==> src/rtl/bmh_pkg.sv <==
// Shared codes for the binary min-heap priority queue.
package bmh_pkg;

    typedef enum logic [1:0] {
        STATUS_OK    = 2'd0,
        STATUS_FULL  = 2'd1,
        STATUS_EMPTY = 2'd2
    } status_t;

    typedef enum logic {
        FUNC_INSERT = 1'b0,
        FUNC_POP    = 1'b1
    } func_t;

    localparam int KEY_W   = 32;
    localparam int CFG_W   = 8;
    localparam int COUNT_W = 8;

endpackage

==> src/rtl/bmh_ram.sv <==
// Generic single-write, single-read RAM with registered read data.
module bmh_ram #(
    parameter int WIDTH = 32,
    parameter int DEPTH = 128
) (
    input  logic                     clk,
    input  logic                     we,
    input  logic [$clog2(DEPTH)-1:0] waddr,
    input  logic [WIDTH-1:0]         wdata,
    input  logic [$clog2(DEPTH)-1:0] raddr,
    output logic [WIDTH-1:0]         rdata
);

    logic [WIDTH-1:0] mem [DEPTH];

    always_ff @(posedge clk)
    begin
        if (we)
        begin
            mem[waddr] <= wdata;
        end
        rdata <= mem[raddr];
    end

endmodule

==> src/rtl/binary_min_heap_top.sv <==
// Top level of the binary min-heap priority queue: sequencer, compare unit, result register.
//
// Usage:
//   Input channel (in_valid/in_ready, func, key_in) carries one request per
//   transfer: func insert stores key_in, func pop removes the minimum key.
//   Output channel (out_valid/out_ready, key_out, status, count_after) gives
//   exactly one result per request, in request order.
//   cfg_we/cfg_wdata write max_entries (limit, capped at DEPTH); write only
//   while the block is idle.
// Sequencing:
//   Keys live in one RAM (one write and one registered read per cycle) and
//   a single signed comparator is shared by every sift step.
//   Insert: the key climbs while smaller than its parent; an empty heap takes
//   it at the root. Pop: the root is the result and the last key sinks while
//   larger than its smaller child, unless the pop empties the heap. Refused
//   requests (full or empty) go straight to the result. in_ready is high only
//   while the sequencer is idle; one request at a time.
// Reset: count clears to zero, max_entries returns to 99; RAM contents are
//   left as they are and are never read before being written.
// Stall: the result sits in an output register; the next request may be
//   taken while it waits, but its own result holds until out_ready frees it.
module binary_min_heap_top
    import bmh_pkg::*;
#(
    parameter int DEPTH = 128
) (
    input  logic                    clk,
    input  logic                    rst_n,
    input  logic                    in_valid,
    output logic                    in_ready,
    input  logic                    func,
    input  logic signed [KEY_W-1:0] key_in,
    output logic                    out_valid,
    input  logic                    out_ready,
    output logic signed [KEY_W-1:0] key_out,
    output logic [1:0]              status,
    output logic [COUNT_W-1:0]      count_after,
    input  logic                    cfg_we,
    input  logic [CFG_W-1:0]        cfg_wdata
);

    localparam int AW = $clog2(DEPTH);
    localparam int PW = $clog2(DEPTH + 1);          // heap position 1..DEPTH, count 0..DEPTH
    localparam int LW = (PW > CFG_W) ? PW : CFG_W;  // common width for the limit check

    typedef enum logic [3:0] {
        S_IDLE,
        S_UP_CMP,
        S_UP_WR,
        S_POP_LAST,
        S_POP_V,
        S_DN_RDL,
        S_DN_RDR,
        S_DN_SEL,
        S_DN_CMP,
        S_DONE
    } state_t;

    state_t                  state_reg, state_next;
    logic [PW-1:0]           count_reg, count_next;
    logic [PW-1:0]           pos_reg, pos_next;
    logic [PW-1:0]           cpos_reg, cpos_next;
    logic [KEY_W-1:0]        v_reg, v_next;        // key being sifted
    logic [KEY_W-1:0]        left_reg, left_next;
    logic [KEY_W-1:0]        child_reg, child_next;
    logic [KEY_W-1:0]        res_key_reg, res_key_next;
    status_t                 res_status_reg, res_status_next;
    logic [CFG_W-1:0]        max_entries_reg, max_entries_next;
    logic                    out_valid_reg, out_valid_next;
    logic [KEY_W-1:0]        out_key_reg, out_key_next;
    status_t                 out_status_reg, out_status_next;
    logic [COUNT_W-1:0]      out_count_reg, out_count_next;

    // RAM port
    logic                    ram_we;
    logic [AW-1:0]           ram_waddr;
    logic [KEY_W-1:0]        ram_wdata;
    logic [AW-1:0]           ram_raddr;
    logic [KEY_W-1:0]        ram_rdata;

    // Shared compare unit
    logic [KEY_W-1:0]        cmp_a, cmp_b;
    logic                    cmp_lt;

    // Limit and count helpers
    logic [LW-1:0]           max_ext, depth_ext, limit, count_ext;
    logic [PW:0]             child_pos_w;
    logic [PW-1:0]           pos_up;

    function automatic logic [AW-1:0] pos_to_addr(input logic [PW-1:0] p);
        logic [PW-1:0] s;
        s = p - 1'b1;
        return s[AW-1:0];
    endfunction

    bmh_ram #(
        .WIDTH (KEY_W),
        .DEPTH (DEPTH)
    ) u_heap_ram (
        .clk   (clk),
        .we    (ram_we),
        .waddr (ram_waddr),
        .wdata (ram_wdata),
        .raddr (ram_raddr),
        .rdata (ram_rdata)
    );

    // Operand select for the one comparator: a < b, signed
    always_comb
    begin
        cmp_a = child_reg;
        cmp_b = v_reg;
        unique case (state_reg)
            S_UP_CMP:
            begin
                cmp_a = v_reg;
                cmp_b = ram_rdata;
            end
            S_DN_SEL:
            begin
                cmp_a = ram_rdata;
                cmp_b = left_reg;
            end
            default:
            begin
                cmp_a = child_reg;
                cmp_b = v_reg;
            end
        endcase
    end

    assign cmp_lt = $signed(cmp_a) < $signed(cmp_b);

    assign max_ext     = LW'(max_entries_reg);
    assign depth_ext   = LW'(DEPTH);
    assign limit       = (max_ext < depth_ext) ? max_ext : depth_ext;
    assign count_ext   = LW'(count_reg);
    assign child_pos_w = {pos_reg, 1'b0};
    assign pos_up      = pos_reg >> 1;

    always_comb
    begin
        state_next       = state_reg;
        count_next       = count_reg;
        pos_next         = pos_reg;
        cpos_next        = cpos_reg;
        v_next           = v_reg;
        left_next        = left_reg;
        child_next       = child_reg;
        res_key_next     = res_key_reg;
        res_status_next  = res_status_reg;
        max_entries_next = cfg_we ? cfg_wdata : max_entries_reg;
        out_valid_next   = out_valid_reg && !out_ready;
        out_key_next     = out_key_reg;
        out_status_next  = out_status_reg;
        out_count_next   = out_count_reg;
        ram_we           = 1'b0;
        ram_waddr        = pos_to_addr(pos_reg);
        ram_wdata        = v_reg;
        ram_raddr        = '0;

        unique case (state_reg)
            S_IDLE:
            begin
                if (in_valid)
                begin
                    res_key_next    = '0;
                    res_status_next = STATUS_OK;
                    if (func == FUNC_INSERT)
                    begin
                        if (count_ext >= limit)
                        begin
                            res_status_next = STATUS_FULL;
                            state_next      = S_DONE;
                        end
                        else
                        begin
                            count_next = count_reg + 1'b1;
                            pos_next   = count_reg + 1'b1;
                            v_next     = key_in;
                            if (count_reg == '0)
                            begin
                                // first key goes straight to the root
                                ram_we     = 1'b1;
                                ram_waddr  = '0;
                                ram_wdata  = key_in;
                                state_next = S_DONE;
                            end
                            else
                            begin
                                ram_raddr  = pos_to_addr(PW'((count_reg + 1'b1) >> 1));
                                state_next = S_UP_CMP;
                            end
                        end
                    end
                    else
                    begin
                        if (count_reg == '0)
                        begin
                            res_status_next = STATUS_EMPTY;
                            state_next      = S_DONE;
                        end
                        else
                        begin
                            ram_raddr  = '0;
                            state_next = S_POP_LAST;
                        end
                    end
                end
            end

            // rdata holds the parent of pos
            S_UP_CMP:
            begin
                if (cmp_lt)
                begin
                    ram_we    = 1'b1;
                    ram_wdata = ram_rdata;
                    pos_next  = pos_up;
                    if (pos_up == PW'(1))
                    begin
                        state_next = S_UP_WR;
                    end
                    else
                    begin
                        ram_raddr = pos_to_addr(pos_up >> 1);
                    end
                end
                else
                begin
                    ram_we     = 1'b1;
                    state_next = S_DONE;
                end
            end

            S_UP_WR:
            begin
                ram_we     = 1'b1;
                state_next = S_DONE;
            end

            S_POP_LAST:
            begin
                res_key_next = ram_rdata;
                ram_raddr    = pos_to_addr(count_reg);
                state_next   = S_POP_V;
            end

            S_POP_V:
            begin
                v_next     = ram_rdata;
                count_next = count_reg - 1'b1;
                pos_next   = PW'(1);
                if (count_reg == PW'(1))
                begin
                    state_next = S_DONE;
                end
                else
                begin
                    state_next = S_DN_RDL;
                end
            end

            S_DN_RDL:
            begin
                if (child_pos_w > {1'b0, count_reg})
                begin
                    ram_we     = 1'b1;
                    state_next = S_DONE;
                end
                else
                begin
                    cpos_next  = child_pos_w[PW-1:0];
                    ram_raddr  = pos_to_addr(child_pos_w[PW-1:0]);
                    state_next = S_DN_RDR;
                end
            end

            S_DN_RDR:
            begin
                left_next = ram_rdata;
                if (cpos_reg < count_reg)
                begin
                    ram_raddr  = pos_to_addr(cpos_reg + 1'b1);
                    state_next = S_DN_SEL;
                end
                else
                begin
                    child_next = ram_rdata;
                    state_next = S_DN_CMP;
                end
            end

            // right child wins only when strictly smaller
            S_DN_SEL:
            begin
                if (cmp_lt)
                begin
                    child_next = ram_rdata;
                    cpos_next  = cpos_reg + 1'b1;
                end
                else
                begin
                    child_next = left_reg;
                end
                state_next = S_DN_CMP;
            end

            S_DN_CMP:
            begin
                ram_we = 1'b1;
                if (cmp_lt)
                begin
                    ram_wdata  = child_reg;
                    pos_next   = cpos_reg;
                    state_next = S_DN_RDL;
                end
                else
                begin
                    state_next = S_DONE;
                end
            end

            S_DONE:
            begin
                if (!out_valid_reg || out_ready)
                begin
                    out_valid_next  = 1'b1;
                    out_key_next    = res_key_reg;
                    out_status_next = res_status_reg;
                    out_count_next  = count_ext[COUNT_W-1:0];
                    state_next      = S_IDLE;
                end
            end

            default:
            begin
                state_next = S_IDLE;
            end
        endcase
    end

    always_ff @(posedge clk or negedge rst_n)
    begin
        if (!rst_n)
        begin
            state_reg       <= S_IDLE;
            count_reg       <= '0;
            pos_reg         <= '0;
            cpos_reg        <= '0;
            v_reg           <= '0;
            left_reg        <= '0;
            child_reg       <= '0;
            res_key_reg     <= '0;
            res_status_reg  <= STATUS_OK;
            max_entries_reg <= CFG_W'(99);
            out_valid_reg   <= 1'b0;
            out_key_reg     <= '0;
            out_status_reg  <= STATUS_OK;
            out_count_reg   <= '0;
        end
        else
        begin
            state_reg       <= state_next;
            count_reg       <= count_next;
            pos_reg         <= pos_next;
            cpos_reg        <= cpos_next;
            v_reg           <= v_next;
            left_reg        <= left_next;
            child_reg       <= child_next;
            res_key_reg     <= res_key_next;
            res_status_reg  <= res_status_next;
            max_entries_reg <= max_entries_next;
            out_valid_reg   <= out_valid_next;
            out_key_reg     <= out_key_next;
            out_status_reg  <= out_status_next;
            out_count_reg   <= out_count_next;
        end
    end

    assign in_ready    = (state_reg == S_IDLE);
    assign out_valid   = out_valid_reg;
    assign key_out     = out_key_reg;
    assign status      = out_status_reg;
    assign count_after = out_count_reg;

endmodule
==> config.mk <==
export PLATFORM = sky130hd
export DESIGN_NAME = binary_min_heap_top
export DESIGN_NICKNAME = d
export VERILOG_FILES = /design/src/rtl/bmh_pkg.sv /design/src/rtl/bmh_ram.sv /design/src/rtl/binary_min_heap_top.sv
export SDC_FILE = /design/constraint.sdc
export NUM_CORES = 2
export LEC_CHECK = 0
export BUFFER_PORTS_ARGS = -buffer_cell sky130_fd_sc_hd__buf_2
export CORE_MARGIN = 4
export CORE_UTILIZATION = 25
export DETAILED_ROUTE_END_ITERATION = 8
export GPL_TIMING_DRIVEN = 0
export HOLD_SLACK_MARGIN = 0.15
export PLACE_DENSITY = 0.38
export SLEW_MARGIN = 20
export SYNTH_ARGS = -nofsm -noshare
export SYNTH_HDL_FRONTEND = slang
export SYNTH_HIERARCHICAL = 1
export SYNTH_SLANG_ARGS = --single-unit
==> constraint.sdc <==
create_clock -name clk -period 6.75 [get_ports clk]
set_input_delay 0.675 -clock clk [delete_from_list [all_inputs] [get_ports clk]]
set_output_delay 0.675 -clock clk [all_outputs]
set_load 0.03 [all_outputs]
==> summary.txt <==
status: finished with violations
violated checks: negative setup slack
count of unresolved DRC violations after routing: 0
proportion of synthesized area in mux cells: 0.1897
most common cell in the netlist: edfxtp_1
global route total overflow: 0
Clk Latency, worst-skew pair: 1.04 ns
adder and majority cell fraction of the synthesized area: 0.004443
total of buffers placed on input and output ports: 88
Netlist cell types: 73
post-route minimum period: 7.038 ns
summed instance area of the synthesized netlist: 169000 sq um
clock transition at the registers of the reported paths: 0.07 ns
share of the synthesized area in compound gates (AO/OA/AOI/OAI): 0.01661
Hold Path Cell Cnt: 2
count of filler cells inserted in the layout: 64410
top cells by area in the synthesized netlist: edfxtp_1 (73%), mux4_2 (18%), dfrtp_1 (3.0%)
kind of start point of the critical path: flip-flop
arrival time worst endpoint: 7.94 ns
average footprint of a synthesized cell: 23.10 sq um
vias in the first global route: 86520
startpoint of the most critical register-to-register path: state_reg[3]
most used standard cells in the synthesized netlist: edfxtp_1 (4096), mux4_2 (1344), clkbuf_1 (263)
Worst slew margin: 0.2788
count of synthesis-stage warnings from yosys: 6
overall via count from detail_route: 83330
Via density: 4.702
first drt pass iteration count: 7
destination of the worst hold path: count_after[7]
delay-heaviest family, CP: multiplexers
post-route ant nets: 0
Core ar.: 672600 sq um
global router's overall resource usage: 0.1551
wire length of the first global-routing pass: 746000 microns
GPL Wtd Cong: 0.8579
required arrival time at the worst endpoint: 7.65 ns
placed wire-length estimate after detailed placement: 392700 microns
Setup Skew: 0.06841 ns
routed wire length: 548700 microns
share of the core filled with cells: 0.3100
fraction of layout cells with a size suffix above 1: 0.3660
Hold Startpoint: count_after[7]
fraction of registers with async set/reset: 0.04819
slew at the pin with the worst max-slew slack: 1.079 ns
number of top-level design ports: 90
Worst Reg-to-Reg Cells: 26
number of failing setup endpoints in the final timing report: 32
Iteration-0 DRC Markers: 8221
classification of the worst-slack hold path: reg -> reg
P&R area growth vs syn: 23.42%
fraction of synthesized cell area taken by the top area cell type: 0.7279
post-synthesis share of cell area spent on xor and xnor gates: 0.001762
hold slack: 0.4754 ns
post-synthesis cell count: 7313
Final Worst Setup Slack: -0.2883 ns
post-route setup TNS: -6.307 ns
height of the die: 830.1 microns
Critical-path top delay cell: mux4_2
cell type with the highest aggregate area in the netlist: edfxtp_1
achievable clock frequency: 142.1 MHz
full die area: 689100 sq um
part of the Yosys area used for sequential elements: 0.7627
worst setup slack for register-to-register paths: -0.29 ns
max FFs per register: 4096
most flop-heavy register: u_heap_ram/mem
initial core utilization: 0.2512
Critical Path End Type: flip-flop
root buf cell: clkbuf_16
clock sinks: 4337
deepest clock path buffer count: 4
max-cap viol count: 0
FF+latch count, synth: 4337
number of enable flip-flop cells after synthesis: 4096
number of antenna violations at the first check in global routing: 62
maximum level of the CTS H-tree: 5
pin count of the biggest net entering global routing: 87
Worst path depth: 26
Worst Path Buf+Inv: 10
most used flip-flop cell after synthesis: edfxtp_1
row count: 301
Post-Synth Simple-Gate Area: 0.01408
Final nets: 8467
setup repair after global routing missed its margin: true
width of the die: 830.1 microns
CTS tree: yes
Slew Viols, Final: 0
largest family of logic cells by synthesized area: multiplexers
Crit Path Category: reg -> reg
top fanout value on the critical path: 10
period utilization: 1.043
total nets after synthesis: 7419
number of buffers created by CTS: 467
Reg-to-Reg End: u_heap_ram/rdata[18]
mean routed wirelength per cell: 30.96 microns
slowest cell delay on critical path: 0.69 ns
hold violation count in the final report: 0
==> kinds of logic (layout without fill, tap and decap cells) <==
| family | after synthesis | count (layout) |
|---|---|---|
| compound gates | 391 | 391 |
| xor+xnor | 34 | 34 |
| fa+ha+maj | 60 | 60 |
| buf+inv | 438 | 1877 |
| flops | 4337 | 4337 |
| mux | 1508 | 1508 |
| other cells | 0 | 33 |
| simple gates | 545 | 545 |
==> worst min-delay path, cell delays in order, from the launching register on <==
cell and delay, ns:
dfrtp_1 0.34, nand2_1 0.04, o21ai_0 0.06
==> layout by cell type, fill, tap and decap left out, types with 78 or more instances in the layout <==
| cell | count |
|---|---|
| clkbuf_1 | 181 |
| mux2_2 | 79 |
| clkinv_2 | 97 |
| dfrtp_1 | 202 |
| a22o_1 | 78 |
| buf_2 | 123 |
| buf_12 | 185 |
| clkinv_1 | 111 |
| clkbuf_2 | 85 |
| clkbuf_16 | 487 |
| buf_16 | 173 |
| buf_4 | 129 |
| nor2_4 | 120 |
| edfxtp_1 | 4096 |
| nand2_1 | 173 |
| mux4_2 | 1344 |
==> metrics by stage <==
| step | instances | instance area (sq um) | setup WS [ns] |
|---|---|---|---|
| finish | 17720 | 208500 | -0.2883 |
| floorplan | 7313 | 169000 | 0.1359 |
| global route | 17690 | 208500 | -0.3449 |
| detailed placement | 16680 | 189400 | -4.384 |
| CTS | 17660 | 207600 | -0.3056 |
| global placement | 16340 | 180600 | -6.009 |
==> worst max path at each step <==
stage / startpoint / endpoint / slack [ns]
CTS: count_ext[0] / u_heap_ram/mem[82][9] / -0.31
finish: state_reg[3] / u_heap_ram/rdata[18] / -0.29
detailed placement: state_reg[1] / u_heap_ram/rdata[16] / -4.38
floorplan: state_reg[2] / u_heap_ram/rdata[10] / 0.14
global route: state_reg[3] / u_heap_ram/rdata[18] / -0.34
global placement: state_reg[2] / u_heap_ram/rdata[23] / -6.01
==> layout make-up <==
| class | instances | area, sq um | share of cell area |
|---|---|---|---|
| repair buffers | 582 | 9747 | 0.04674 |
| inverters | 24 | 90.09 | 0.0004320 |
| multi-input cells | 2538 | 40150 | 0.1925 |
| diodes | 33 | 82.58 | 0.0003960 |
| clock buffers | 584 | 12470 | 0.05982 |
| flip-flops and latches | 4337 | 128900 | 0.6180 |
| clock inverters | 276 | 2504 | 0.01201 |
| well taps | 8938 | 11180 | 0.05363 |
| plain buffers | 411 | 3428 | 0.01644 |
==> metal layers <==
| layer | global-route usage | part of all wire |
|---|---|---|
| met2 | 0.2674 | 0.50 |
| met3 | 0.02200 | 0.053 |
| met1 | 0.2073 | 0.42 |
| met4 | 0.03575 | 0.026 |
| met5 | 0 | 0 |
==> what timing repair did <==
action / 4_1_cts / 5_1_grt
gates cloned: 10 / 4
hold buffers: 57 / 0
pin swaps: 29 / 31
endpoints found under the hold margin: 251 / 0
endpoints found under the setup margin: 5001 / 2012
setup buffers: 46 / 33
gates resized for setup: 649 / 115
Power is not shown: default switching activity piles up to over one toggle a cycle in this logic, so the estimate is an artifact.
